## src/sfmf_pkg.sv

```systemverilog
package sfmf_pkg;

	localparam int MAX_PATTERN_DEF   = 16;
	localparam int POSITION_BITS_DEF = 16;
	localparam int QUEUE_DEPTH_DEF   = 4;

	localparam int CFG_W   = 64;
	localparam int REG_IDX_W = 2;
	localparam int LEN_W   = 5;
	localparam int BYTE_W  = 8;

	localparam logic [REG_IDX_W-1:0] REG_PATTERN_LOW  = 2'd0;
	localparam logic [REG_IDX_W-1:0] REG_PATTERN_HIGH = 2'd1;
	localparam logic [REG_IDX_W-1:0] REG_PATTERN_LEN  = 2'd2;

	localparam logic [BYTE_W-1:0] NUL_BYTE = 8'h00;

	typedef logic [BYTE_W-1:0] byte_t;

endpackage

```

## src/sfmf_if.sv

```systemverilog
interface sfmf_text_if;
	import sfmf_pkg::*;

	logic  valid;
	logic  ready;
	byte_t text_byte;

	modport source (output valid, output text_byte, input ready);
	modport sink (input valid, input text_byte, output ready);
endinterface

interface sfmf_result_if #(
	parameter int POS_W = sfmf_pkg::POSITION_BITS_DEF
);
	logic             valid;
	logic             ready;
	logic             found;
	logic [POS_W-1:0] match_position;

	modport source (output valid, output found, output match_position, input ready);
	modport sink (input valid, input found, input match_position, output ready);
endinterface

```

## src/substring_first_match_finder.sv

```systemverilog
// Substring first-match finder.
// text_in carries one text byte per item; a zero byte ends the string and
// restarts the search. result_out carries at most one item per string: on the
// byte that completes the first occurrence of the pattern (found=1, start
// offset, saturating), or on the terminating zero when there was none (found=0,
// position 0). An empty pattern reports position 0 on the first byte.
// The pattern is loaded through write_enable/reg_index/write_data; the user
// must do so only while the block is idle, which the block does not enforce.
// Index 0 = bytes 0..7, 1 = bytes 8..15, 2 = length. One byte per cycle is
// taken while the result queue is not full; the window compare over all pattern
// bytes is done in the accept cycle, where any result is pushed into the queue.
// Results go through a small queue (QUEUE_DEPTH items). When result_out is
// stalled the front keeps taking bytes until that queue is full, then drops
// text_in.ready until an item is taken.
// Reset clears the pattern registers, the byte window, the position count and
// the queue.
module substring_first_match_finder #(
	parameter int MAX_PATTERN   = sfmf_pkg::MAX_PATTERN_DEF,
	parameter int POSITION_BITS = sfmf_pkg::POSITION_BITS_DEF,
	parameter int QUEUE_DEPTH   = sfmf_pkg::QUEUE_DEPTH_DEF
) (
	input  logic                           clk,
	input  logic                           arst_n,
	input  logic                           write_enable,
	input  logic [sfmf_pkg::REG_IDX_W-1:0] reg_index,
	input  logic [sfmf_pkg::CFG_W-1:0]     write_data,
	sfmf_text_if.sink                      text_in,
	sfmf_result_if.source                  result_out
);
	import sfmf_pkg::*;

	localparam int RW = POSITION_BITS + 1;

	logic                     take;
	logic                     push;
	logic                     push_found;
	logic [POSITION_BITS-1:0] push_pos;
	logic [RW-1:0]            head;
	logic                     empty;
	logic                     full;
	logic                     pop;

	assign text_in.ready = !full;
	assign take          = text_in.valid && !full;

	sfmf_front #(
		.MAX_PATTERN   (MAX_PATTERN),
		.POSITION_BITS (POSITION_BITS)
	) u_front (
		.clk          (clk),
		.arst_n       (arst_n),
		.write_enable (write_enable),
		.reg_index    (reg_index),
		.write_data   (write_data),
		.take         (take),
		.text_byte    (text_in.text_byte),
		.push         (push),
		.push_found   (push_found),
		.push_pos     (push_pos)
	);

	sfmf_queue #(
		.WIDTH (RW),
		.DEPTH (QUEUE_DEPTH)
	) u_queue (
		.clk       (clk),
		.arst_n    (arst_n),
		.push      (push),
		.push_data ({push_found, push_pos}),
		.pop       (pop),
		.head      (head),
		.empty     (empty),
		.full      (full)
	);

	assign pop                       = result_out.valid && result_out.ready;
	assign result_out.valid          = !empty;
	assign result_out.found          = head[RW-1];
	assign result_out.match_position = head[POSITION_BITS-1:0];

	a_notfound_zero: assert property (@(posedge clk) disable iff (!arst_n)
		(result_out.valid && !result_out.found) |-> (result_out.match_position == '0))
		else $error("no-match result with nonzero position");

	a_valid_after_accept: assert property (@(posedge clk) disable iff (!arst_n)
		$rose(result_out.valid) |-> $past(text_in.valid && text_in.ready))
		else $error("result appeared without an accepted byte");

	a_no_push_full: assert property (@(posedge clk) disable iff (!arst_n)
		push |-> !full)
		else $error("result pushed into full queue");

endmodule

```

## src/sfmf_front.sv

```systemverilog
module sfmf_front #(
	parameter int MAX_PATTERN   = sfmf_pkg::MAX_PATTERN_DEF,
	parameter int POSITION_BITS = sfmf_pkg::POSITION_BITS_DEF
) (
	input  logic                               clk,
	input  logic                               arst_n,
	input  logic                               write_enable,
	input  logic [sfmf_pkg::REG_IDX_W-1:0]     reg_index,
	input  logic [sfmf_pkg::CFG_W-1:0]         write_data,
	input  logic                               take,
	input  sfmf_pkg::byte_t                    text_byte,
	output logic                               push,
	output logic                               push_found,
	output logic [POSITION_BITS-1:0]           push_pos
);
	import sfmf_pkg::*;

	localparam int PB    = POSITION_BITS;
	localparam int CLOG_M = $clog2(MAX_PATTERN + 1);
	localparam int CW    = (LEN_W > CLOG_M) ? LEN_W : CLOG_M;
	localparam int IW    = (MAX_PATTERN > 1) ? $clog2(MAX_PATTERN) : 1;
	localparam int CMPW  = (PB > CW) ? PB : CW;
	localparam int WD    = (MAX_PATTERN > 1) ? MAX_PATTERN - 1 : 1;

	logic [CFG_W-1:0] pat_lo_q;
	logic [CFG_W-1:0] pat_hi_q;
	logic [LEN_W-1:0] plen_q;

	byte_t            win_q [WD];
	logic [PB-1:0]    cnt_q;
	logic             reported_q;

	byte_t            pat   [MAX_PATTERN];
	byte_t            seq   [MAX_PATTERN];
	logic [MAX_PATTERN-1:0] ok;
	logic [CW-1:0]    len;
	logic [CW-1:0]    len_m1;
	logic             is_nul;
	logic             sat;
	logic             eligible;
	logic             hit;
	logic             advance;

	always_ff @(posedge clk or negedge arst_n) begin
		if (!arst_n) begin
			pat_lo_q <= '0;
			pat_hi_q <= '0;
			plen_q   <= '0;
		end else if (write_enable) begin
			case (reg_index)
				REG_PATTERN_LOW:  pat_lo_q <= write_data;
				REG_PATTERN_HIGH: pat_hi_q <= write_data;
				REG_PATTERN_LEN:  plen_q   <= write_data[LEN_W-1:0];
				default: ;
			endcase
		end
	end

	for (genvar i = 0; i < MAX_PATTERN; i++) begin : g_pat
		if (i < 8) begin : g_lo
			assign pat[i] = pat_lo_q[8*i +: 8];
		end else if (i < 16) begin : g_hi
			assign pat[i] = pat_hi_q[8*(i-8) +: 8];
		end else begin : g_zero
			assign pat[i] = '0;
		end
	end

	assign len    = (CW'(plen_q) > CW'(MAX_PATTERN)) ? CW'(MAX_PATTERN) : CW'(plen_q);
	assign len_m1 = len - CW'(1);
	assign is_nul = (text_byte == NUL_BYTE);
	assign sat    = (cnt_q == '1);

	for (genvar k = 0; k < MAX_PATTERN; k++) begin : g_cmp
		logic [CW-1:0] idx;
		if (k == 0) begin : g_cur
			assign seq[k] = text_byte;
		end else begin : g_win
			assign seq[k] = win_q[k-1];
		end
		assign idx   = len_m1 - CW'(k);
		assign ok[k] = (CW'(k) >= len) || (pat[idx[IW-1:0]] == seq[k]);
	end

	assign eligible = sat || (CMPW'(cnt_q) >= CMPW'(len_m1));
	assign hit      = eligible && (&ok);
	assign advance  = take && !is_nul && !reported_q && (len != '0);

	always_comb begin
		push       = 1'b0;
		push_found = 1'b0;
		push_pos   = '0;
		if (take && !reported_q) begin
			if (is_nul) begin
				push       = 1'b1;
				push_found = (len == '0);
			end else if (len == '0) begin
				push       = 1'b1;
				push_found = 1'b1;
			end else if (hit) begin
				push       = 1'b1;
				push_found = 1'b1;
				push_pos   = sat ? '1 : (cnt_q - PB'(len_m1));
			end
		end
	end

	always_ff @(posedge clk or negedge arst_n) begin
		if (!arst_n) begin
			cnt_q      <= '0;
			reported_q <= 1'b0;
			for (int i = 0; i < WD; i++) begin
				win_q[i] <= '0;
			end
		end else if (take) begin
			if (is_nul) begin
				cnt_q      <= '0;
				reported_q <= 1'b0;
				for (int i = 0; i < WD; i++) begin
					win_q[i] <= '0;
				end
			end else if (!reported_q) begin
				if (len == '0) begin
					reported_q <= 1'b1;
				end else begin
					if (hit) begin
						reported_q <= 1'b1;
					end
					if (!sat) begin
						cnt_q <= cnt_q + PB'(1);
					end
				end
			end
			if (advance && (MAX_PATTERN > 1)) begin
				win_q[0] <= text_byte;
				for (int i = 1; i < WD; i++) begin
					win_q[i] <= win_q[i-1];
				end
			end
		end
	end

endmodule

```

## src/sfmf_queue.sv

```systemverilog
module sfmf_queue #(
	parameter int WIDTH = 17,
	parameter int DEPTH = sfmf_pkg::QUEUE_DEPTH_DEF
) (
	input  logic             clk,
	input  logic             arst_n,
	input  logic             push,
	input  logic [WIDTH-1:0] push_data,
	input  logic             pop,
	output logic [WIDTH-1:0] head,
	output logic             empty,
	output logic             full
);
	localparam int PW = (DEPTH > 1) ? $clog2(DEPTH) : 1;
	localparam int CNW = $clog2(DEPTH + 1);

	logic [WIDTH-1:0] mem_q [DEPTH];
	logic [PW-1:0]    wr_q;
	logic [PW-1:0]    rd_q;
	logic [CNW-1:0]   cnt_q;
	logic             do_push;
	logic             do_pop;

	assign empty   = (cnt_q == '0);
	assign full    = (cnt_q == CNW'(DEPTH));
	assign do_push = push && !full;
	assign do_pop  = pop && !empty;
	assign head    = mem_q[rd_q];

	always_ff @(posedge clk) begin
		if (do_push) begin
			mem_q[wr_q] <= push_data;
		end
	end

	always_ff @(posedge clk or negedge arst_n) begin
		if (!arst_n) begin
			wr_q  <= '0;
			rd_q  <= '0;
			cnt_q <= '0;
		end else begin
			if (do_push) begin
				wr_q <= (wr_q == PW'(DEPTH - 1)) ? '0 : wr_q + PW'(1);
			end
			if (do_pop) begin
				rd_q <= (rd_q == PW'(DEPTH - 1)) ? '0 : rd_q + PW'(1);
			end
			if (do_push && !do_pop) begin
				cnt_q <= cnt_q + CNW'(1);
			end else if (do_pop && !do_push) begin
				cnt_q <= cnt_q - CNW'(1);
			end
		end
	end

endmodule

```

## src/flat_wrapper.sv

```systemverilog
// flat-port wrapper written by rule: the top's interface ports become plain ports
module substring_first_match_finder_flat import sfmf_pkg::*;
#(
	parameter int MAX_PATTERN   = sfmf_pkg::MAX_PATTERN_DEF,
	parameter int POSITION_BITS = sfmf_pkg::POSITION_BITS_DEF,
	parameter int QUEUE_DEPTH   = sfmf_pkg::QUEUE_DEPTH_DEF
)
  (clk, arst_n, write_enable, reg_index, write_data, text_in_valid, text_in_text_byte, text_in_ready, result_out_valid, result_out_found, result_out_match_position, result_out_ready);
  sfmf_text_if text_in_i ();
  sfmf_result_if #(.POS_W((POSITION_BITS_DEF))) result_out_i ();
  input  logic clk;
  input  logic arst_n;
  input  logic write_enable;
  input  logic [sfmf_pkg::REG_IDX_W-1:0] reg_index;
  input  logic [sfmf_pkg::CFG_W-1:0] write_data;
  input wire logic [$bits(text_in_i.valid)-1:0] text_in_valid;
  input wire logic [$bits(text_in_i.text_byte)-1:0] text_in_text_byte;
  output wire logic [$bits(text_in_i.ready)-1:0] text_in_ready;
  output wire logic [$bits(result_out_i.valid)-1:0] result_out_valid;
  output wire logic [$bits(result_out_i.found)-1:0] result_out_found;
  output wire logic [$bits(result_out_i.match_position)-1:0] result_out_match_position;
  input wire logic [$bits(result_out_i.ready)-1:0] result_out_ready;
  assign text_in_i.valid = text_in_valid;
  assign text_in_i.text_byte = text_in_text_byte;
  assign text_in_ready = text_in_i.ready;
  assign result_out_valid = result_out_i.valid;
  assign result_out_found = result_out_i.found;
  assign result_out_match_position = result_out_i.match_position;
  assign result_out_i.ready = result_out_ready;
  substring_first_match_finder #(.MAX_PATTERN(MAX_PATTERN), .POSITION_BITS(POSITION_BITS), .QUEUE_DEPTH(QUEUE_DEPTH)) u_core (.clk(clk), .arst_n(arst_n), .write_enable(write_enable), .reg_index(reg_index), .write_data(write_data), .text_in(text_in_i), .result_out(result_out_i));
endmodule
```

## config.mk

```make
export PLATFORM = sky130hd
export DESIGN_NAME = substring_first_match_finder_flat
export DESIGN_NICKNAME = d
export VERILOG_FILES = /design/src/sfmf_pkg.sv /design/src/sfmf_if.sv /design/src/substring_first_match_finder.sv /design/src/sfmf_front.sv /design/src/sfmf_queue.sv /design/src/flat_wrapper.sv
export SDC_FILE = /design/constraint.sdc
export NUM_CORES = 1
export LEC_CHECK = 0
export ABC_AREA = 1
export BUFFER_PORTS_ARGS = -buffer_cell sky130_fd_sc_hd__buf_2
export CORE_ASPECT_RATIO = 2
export CORE_MARGIN = 2
export CORE_UTILIZATION = 51
export CTS_CLUSTER_DIAMETER = 80
export DETAILED_ROUTE_END_ITERATION = 6
export PLACE_DENSITY_LB_ADDON = 0.15
export SETUP_SLACK_MARGIN = 0.02
export SYNTH_ARGS = -nofsm -noshare
export SYNTH_HDL_FRONTEND = slang
export SYNTH_SLANG_ARGS = --single-unit
```

## constraint.sdc

```tcl
create_clock -name clk -period 4.9 [get_ports clk]
set_input_delay 0.49 -clock clk [delete_from_list [all_inputs] [get_ports clk]]
set_output_delay 0.49 -clock clk [all_outputs]
set_load 0.05 [all_outputs]
```

==> impl_summary.log, run 1 <==
INFO  metric postSynthRegisterBits = around 350
INFO  metric post-route-util = between 50% and 60%
INFO  metric max_freq = around 210 MHz
INFO  metric worst_hold_path_class = input pin to flop
INFO  metric crit_required = 5.38 ns
INFO  metric design.portCount = 98
INFO  metric timing_worst_slew_pin_value = 1.428 ns
INFO  metric floorplan.core_area = between 40000 and 50000 sq um
INFO  metric cellPowerDensity = between 600 and 700 nW/um^2
INFO  metric syn-num-nets = approximately 3600
INFO  metric routed_wire_length_per_instance = approximately 26 um
INFO  metric rows = 110
INFO  metric clock_sink_count = around 350
INFO  metric fin_total_pwr = 0.01618 W
INFO  metric grt_setup_unrepaired = false
INFO  metric drtAntennaViolNets = 0
INFO  metric ir_worst_vdd = between 0.4 and 0.5 mV
INFO  metric post_synth_most_frequent_cells = nand2_1 (1328), nand3_1 (533), inv_1 (373)
INFO  metric htreeDepth = 2
INFO  metric grt_util_all_layers = between 40% and 50%
INFO  metric setup.worst_path.start_class = flop
INFO  metric finalSetupViolCount = 0
INFO  metric reg2reg_slack = between 0.15 and 0.2 ns
INFO  metric fin_crit_sh = a little over nine tenths
INFO  metric finalInstanceArea = 26480 sq um
INFO  metric synth_seq_area_share = between 30% and 40%
INFO  metric timing.slew.headroom = approximately 4%
INFO  metric clk_transition_reported_paths = roughly 0.080 ns
INFO  metric detailedPlacementHpwl = between 80 and 90 mm
INFO  metric yosys-top-cells-area = dfrtp_1 (30%), nand2_1 (22%), nand3_1 (12%)
INFO  metric routabilityCongestion = roughly 1.1
INFO  metric synth.most_common_cell = nand2_1
INFO  metric cap_viol_max_count = 0
INFO  metric number_of_antenna_violations_at_the_first_check_in_global_routing = 3
INFO  metric layout-drive-gt1-share = between 10% and 20%
INFO  metric synth_async_sr_flop_share = 80.29%
INFO  metric synth.distinct_cells = between 40 and 50
INFO  metric outcome = complete, but fails checks
INFO  metric initial_utilization = between 50 and 60%
INFO  metric endpoint_class_of_the_critical_path = flop
INFO  metric summed_negative_setup_slack_over_all_endpoints = 0 ns
INFO  metric io_buffers = 97
INFO  metric yosysTopAreaCell = dfrtp_1
INFO  metric post-route-min-period = about 4.7 ns
INFO  metric synth_ff_type = dfrtp_1
INFO  metric fp.dieW = 154.4 um
INFO  metric depth_of_the_worst_register_to_register_path = 29
INFO  metric synth.top_cell.area_share = ~30%
INFO  metric drt_drc_violations_left = 2
INFO  metric routed_wirelength = roughly 110 mm
INFO  metric numCtsBuffers = 34
INFO  metric postSynthAreaPerCell = between 6 and 7 sq um
INFO  metric ys_warn_count = 0
INFO  metric cp_slowest_stage_delay = around 0.67 ns
INFO  metric synth_area = about 23000 sq um
INFO  metric finalHoldViolations = 0
INFO  metric violations = DRC
INFO  metric grt_start_max_net_pins = 97
INFO  metric grt_first_pass_wirelength = about 160 mm
INFO  metric leakage = 13.76 nW
INFO  metric layout.nets = ~3800
INFO  metric post_dp_cell_area = between 20000 and 30000 sq um
INFO  metric critPathArrivalTime = between 5 and 6 ns
INFO  metric timing.final.max_slew_violations = 0
INFO  metric clock_skew = around 0.036 ns
INFO  metric tritoncts = built
INFO  metric die_height = between 300 and 400 um
INFO  metric post_synth_inst_count = roughly 3500
INFO  metric timing_worst_setup_path_type = flop to flop
INFO  metric clk-insertion-delay-late = just under 0.6 ns
INFO  metric avgViaCountPerCell = approximately 6.1
INFO  metric critical_path.max_fanout = 45
INFO  metric critPathSlowestCell = o21ai_0
INFO  metric area_of_the_die = 47070 sq um
INFO  metric area.growth.synth_to_final = 14.75%
INFO  metric drt-pass1-iter-count = 7
INFO  metric route.vias.total = about 26000
INFO  metric whs_path_depth = 3
INFO  metric first_global_vias = 25300
INFO  metric initialDrtViolationCount = between 2000 and 3000
INFO  metric synth_enable_flop_cells = a little under 70
INFO  metric grt_overflow = 0
INFO  metric cts-root-to-sink-buffers = 3
INFO  metric cts.root.buffer_cell = clkbuf_16
INFO  metric worst_path_most_repeated_cell = nand2_1
-- kinds of logic (layout without fill, tap and decap cells) --
logic type,count (synthesis),after routing,synth area share [%]
and+or+nand+nor,2030,2030,36.61
AOI/OAI and AO/OA,578,578,13.51
buffers and inverters,571,726,10.08
DFF,345,345,38.89
adders and majority gates,13,13,0.7699
xor gates and xnor gates,4,4,0.1518
other,0,2,0
-- stage by stage --
step                setup WS, ns  hold slack [ns]  std cells
finish                    0.1799           0.1815       4258
global route            0.005866           0.2080       4257
CTS                      0.06370           0.1741       4248
detailed placement       -0.1172           0.4739       4186
global placement         -0.1188           0.4668       4186
floorplan                 0.9077           0.1944       3541
-- registers in the layout, indices dropped and copies added, names as in the netlist --
signal                     cells
u_core.u_queue.rd_q            2
u_core.u_front.seq           120
u_core.u_front.plen_q          5
u_core.u_front.reported_q      1
u_core.u_front.pat_lo_q       64
u_core.u_queue.wr_q            2
u_core.u_queue.cnt_q           3
u_core.u_front.cnt_q          16
u_core.u_front.pat_hi_q       64
u_core.u_queue.mem_q          68
-- timing repair --
item | in CTS | in global routing
hold endpoints to repair | 14 | 0
setup endpoints to repair | 10 | 111
pin swaps | 0 | 1
hold buffers | 1 | 0
resized for setup | 3 | 22
cloned | 0 | 2
setup buffers | 0 | 6
-- final timing paths --
path | startpoint | to
max | u_core.u_front.plen_q[0]$_DFFE_PN0P_ | u_core.u_queue.cnt_q[2]$_DFFE_PN0P_
min reg2reg | u_core.u_front.pat_lo_q[46]$_DFFE_PN0P_ | u_core.u_front.pat_lo_q[46]$_DFFE_PN0P_
max in group asynchronous | arst_n | u_core.u_front.seq[0]$_DFFE_PN0P_
min | write_data[54] | u_core.u_front.pat_lo_q[54]$_DFFE_PN0P_
max reg2reg | u_core.u_front.plen_q[0]$_DFFE_PN0P_ | u_core.u_queue.cnt_q[2]$_DFFE_PN0P_
min in group asynchronous | arst_n | u_core.u_front.plen_q[0]$_DFFE_PN0P_
-- critical path: cells and delay by family, from the launching register on --
kind                     cells  cell delay (ns)
adder cells (fa/ha/maj)      2             0.53
flip-flops                   1             0.49
AND/OR/NAND/NOR             20             2.22
buffers and inverters        5             0.47
XOR/XNOR                     1             0.14
AO/OA/AOI/OAI                1             0.67
-- layout by cell type (no fill, tap or decap), drive strengths merged, types with 2 or more instances in the layout --
cell,count
nand2,1344
nand3,534
o21ai,397
inv,387
dfrtp,277
buf,277
o22ai,137
nor2,120
edfxtp,68
clkbuf,43
a21oi,31
nand4,15
ha,11
clkinv,11
nor3,5
or2,5
bufinv,4
clkinvlp,3
nor4,3
xor2,3
o211ai,3
diode,2
and2,2
o31ai,2
a221oi,2
fa,2
-- per-layer routing --
metal | up-vias | track usage [%] | wire (um)
met4 | 2 | 57.58 | 18170
met3 | 680 | 10.62 | 8974
met5 | - | 0 | 18
li1 | 11810 | - | -
met2 | 1641 | 78.33 | 52170
met1 | 12010 | 43.48 | 32960
-- layout make-up --
type | instances | area, sq um
Timing Repair Buffer | 280 | 2277
Fill cell | 4188 | 18390
Inverter | 385 | 1453
Tap cell | 560 | 700.7
Sequential cell | 345 | 8976
Clock buffer | 41 | 928.4
Antenna cell | 2 | 5.005
Multi-Input combinational cell | 2625 | 11900
Clock inverter | 20 | 239.0
-- report_power, final --
group          switching (W)  total (W)  leakage [nW]  internal (W)
clock                0.00126    0.00285         0.569       0.00159
combinational        0.00652    0.00914          9.52       0.00263
sequential          0.000578    0.00419          3.67       0.00361
Note: power is estimated with default switching activity, not from simulation.
==> run 2, diff against run 1 <==
BUFFER_PORTS_ARGS = unset   (was -buffer_cell sky130_fd_sc_hd__buf_2)
CELL_PAD_IN_SITES_DETAIL_PLACEMENT = 0   (was unset)
CELL_PAD_IN_SITES_GLOBAL_PLACEMENT = 1   (was unset)
CORE_UTILIZATION = 47   (was 51)
DONT_BUFFER_PORTS = 1   (was unset)
TNS_END_PERCENT = 100   (was unset)
==> run 2 against run 1 <==
Against the previous run: the flow finishes with violations (hold timing); global-route usage fell by 0.46 points; critical endpoint unchanged; total power rose by 2.1%; worst hold slack got worse by 0.58 ns; non-clock buffer count fell by 57; critical path depth fell by 1; highest routed layer unchanged; wire length rose by 5.8%; cell count rose by 0.54%; cell area rose by 0.33%.
==> impl_summary.log, run 2 (synthesized netlist as in run 1, its figures left out) <==
INFO  metric groute.layer.met3.usage = 11.67%
INFO  metric detailedPlacementHpwl = around 92 mm
INFO  metric cts.root.buffer_cell = clkbuf_16
INFO  metric mostFrequentLayoutCell = nand2_1
INFO  metric summed_negative_setup_slack_over_all_endpoints = 0 ns
INFO  metric avgViaCountPerCell = 6.039
INFO  metric critPathTopFamily = simple AND/OR/NAND/NOR gates
INFO  metric sequential_group_share_of_total_power = between 20% and 30%
INFO  metric clock_sink_count = roughly 350
INFO  metric fp.dieW = around 160 um
INFO  metric largest_register_ff_count = 120
INFO  metric critical_path.reg2reg.startpoint = u_core.u_front.plen_q[0]$_DFFE_PN0P_
INFO  metric critical_path.max_fanout = 15
INFO  metric crit_required = about 5.4 ns
INFO  metric clk_transition_reported_paths = 0.07 ns
INFO  metric worst_path_most_repeated_cell = nand2_1
INFO  metric route.vias.total = 25850
INFO  metric post-route-min-period = around 4.8 ns
INFO  metric finalHoldViolations = about 280
INFO  metric sw_frac_of_total = between 50% and 60%
INFO  metric leakage = 13.61 nW
INFO  metric share_clk_of_total_power = 17.8%
INFO  metric grt_first_pass_wirelength = approximately 170 mm
INFO  metric whs = -0.3947 ns
INFO  metric timing_worst_slew_pin_value = 1.166 ns
INFO  metric violations = hold timing
INFO  metric layout.nets = around 3700
INFO  metric timing.final.max_slew_violations = 0
INFO  metric layout-drive-gt1-share = between 10% and 20%
INFO  metric drtAntennaViolNets = 0
INFO  metric reg2reg_slack = slightly above 0.06 ns
INFO  metric clk-insertion-delay-late = roughly 0.60 ns
INFO  metric cap_viol_max_count = 0
INFO  metric ir_worst_vdd = around 0.45 mV
INFO  metric fin_crit_sh = between 90% and 100%
INFO  metric endpoint_class_of_the_critical_path = flop
INFO  metric cts-root-to-sink-buffers = 3
INFO  metric finalSetupViolCount = 0
INFO  metric place_ws = -0.3602 ns
INFO  metric grt_most_used_layer = met2
INFO  metric met2_usage = between 70% and 80%
INFO  metric number_of_antenna_violations_at_the_first_check_in_global_routing = 4
INFO  metric initial_utilization = 47.73%
INFO  metric max_freq = ~210 MHz
INFO  metric critical_path.n_buffers_inverters = 5
INFO  metric initialDrtViolationCount = ~2600
INFO  metric drt_drc_violations_left = 0
INFO  metric grt_overflow = 0
INFO  metric setup.worst_path.start_class = flop
INFO  metric area_of_the_die = a little over 50000 sq um
INFO  metric floorplan.core_area = 48350 sq um
INFO  metric rows = 114
INFO  metric most-common-layout-cells = nand2_1 (1309), nand3_1 (522), inv_1 (372), dfrtp_1 (274), o21ai_0 (259)
INFO  metric comb_pwr_share = between 50% and 60%
INFO  metric clock_skew = 0.02913 ns
INFO  metric grt_start_max_net_pins = about 280
INFO  metric cp_slowest_stage_delay = ~0.57 ns
INFO  metric io_buffers = 0
INFO  metric grtUsageMet1 = 41.71%
INFO  metric internal_power = ~0.008 W
INFO  metric drt-pass1-iter-count = 6
INFO  metric die_height = approximately 320 um
INFO  metric routabilityCongestion = between 1 and 1.5
INFO  metric post-route-util = a little over half
INFO  metric routed_wirelength = around 120 mm
INFO  metric cellPowerDensity = between 600 and 700 nW/um^2
INFO  metric routed_wire_length_per_instance = ~28 um
INFO  metric critPathSlowestCell = o21ai_0
INFO  metric fin_total_pwr = ~0.017 W
INFO  metric numCtsBuffers = 34
INFO  metric tritoncts = built
INFO  metric netSwitchingPower = roughly 0.0085 W
INFO  metric design.portCount = 98
INFO  metric htreeDepth = 2
INFO  metric depth_of_the_worst_register_to_register_path = 28
INFO  metric worst_hold_path_class = input pin to asynchronous set/reset pin
INFO  metric outcome = complete, but fails checks
INFO  metric area.growth.synth_to_final = 15.13%
INFO  metric timing.slew.headroom = between 20% and 30%
INFO  metric first_global_vias = between 20000 and 25000
INFO  metric timing_worst_setup_path_type = flop to flop
INFO  metric grt_util_all_layers = between 40% and 50%
INFO  metric worstReg2RegEnd = u_core.u_queue.cnt_q[2]$_DFFE_PN0P_
INFO  metric critPathArrivalTime = approximately 5.3 ns
INFO  metric final_worst_setup_slack = a little over 0.06 ns
run 2: per-layer routing:
metal	routed length, um	vias to the layer above
met5	8	-
met4	19600	2
met1	34430	12040
li1	-	11690
met3	9265	665
met2	55460	1455
run 2: worst max path at each step:
stage / startpoint / to / slack (ns) / cells past startpoint
after CTS: u_core.u_front.plen_q[4]$_DFFE_PN0P_ / u_core.u_queue.cnt_q[2]$_DFFE_PN0P_ / 0.06 / 32
after global routing: u_core.u_front.plen_q[0]$_DFFE_PN0P_ / u_core.u_queue.cnt_q[2]$_DFFE_PN0P_ / -0.04 / 26
final: u_core.u_front.plen_q[0]$_DFFE_PN0P_ / u_core.u_queue.cnt_q[2]$_DFFE_PN0P_ / 0.06 / 28
after global placement: u_core.u_front.plen_q[4]$_DFFE_PN0P_ / u_core.u_queue.cnt_q[2]$_DFFE_PN0P_ / -0.44 / 29
after detailed placement: u_core.u_front.plen_q[4]$_DFFE_PN0P_ / u_core.u_queue.cnt_q[2]$_DFFE_PN0P_ / -0.36 / 29
after floorplan: u_core.u_front.plen_q[1]$_DFFE_PN0P_ / u_core.u_queue.mem_q[0][0]$_DFFE_PP_ / 0.91 / 22
run 2: per-stage QoR:
| stage | cells | instance area [sq um] |
|---|---|---|
| after floorplan | 3541 | 23080 |
| after global placement | 4203 | 24930 |
| after detailed placement | 4203 | 24930 |
| after CTS | 4264 | 26150 |
| after global routing | 4278 | 26560 |
| final | 4281 | 26570 |
run 2: final cells by class:
cell class	instances	area, sq um
Inverter	385	1460
Clock inverter	19	250.2
Multi-Input combinational cell	2626	12070
Fill cell	4789	21790
Clock buffer	42	964.7
Sequential cell	345	8977
Timing Repair Buffer	223	2038
Antenna cell	3	7.507
Tap cell	638	798.3
run 2: repair_timing:
item | CTS | global route
setup buffers | 0 | 12
endpoints found under the setup margin | 83 | 62
hold endpoints to repair | 277 | 277
pin swaps | 0 | 4
gates resized for setup | 7 | 77
cloned | 0 | 2
run 2: power by group through the flow:
stage / Clock (W) / Combinational [W] / Sequential [W]
after floorplan: 0 / 0.00531 / 0.00398
after global placement: 0 / 0.00857 / 0.00424
after detailed placement: 0 / 0.00864 / 0.00425
after CTS: 0.00293 / 0.00868 / 0.00421
after global routing: 0.00305 / 0.00991 / 0.00429
final: 0.00295 / 0.00932 / 0.00425
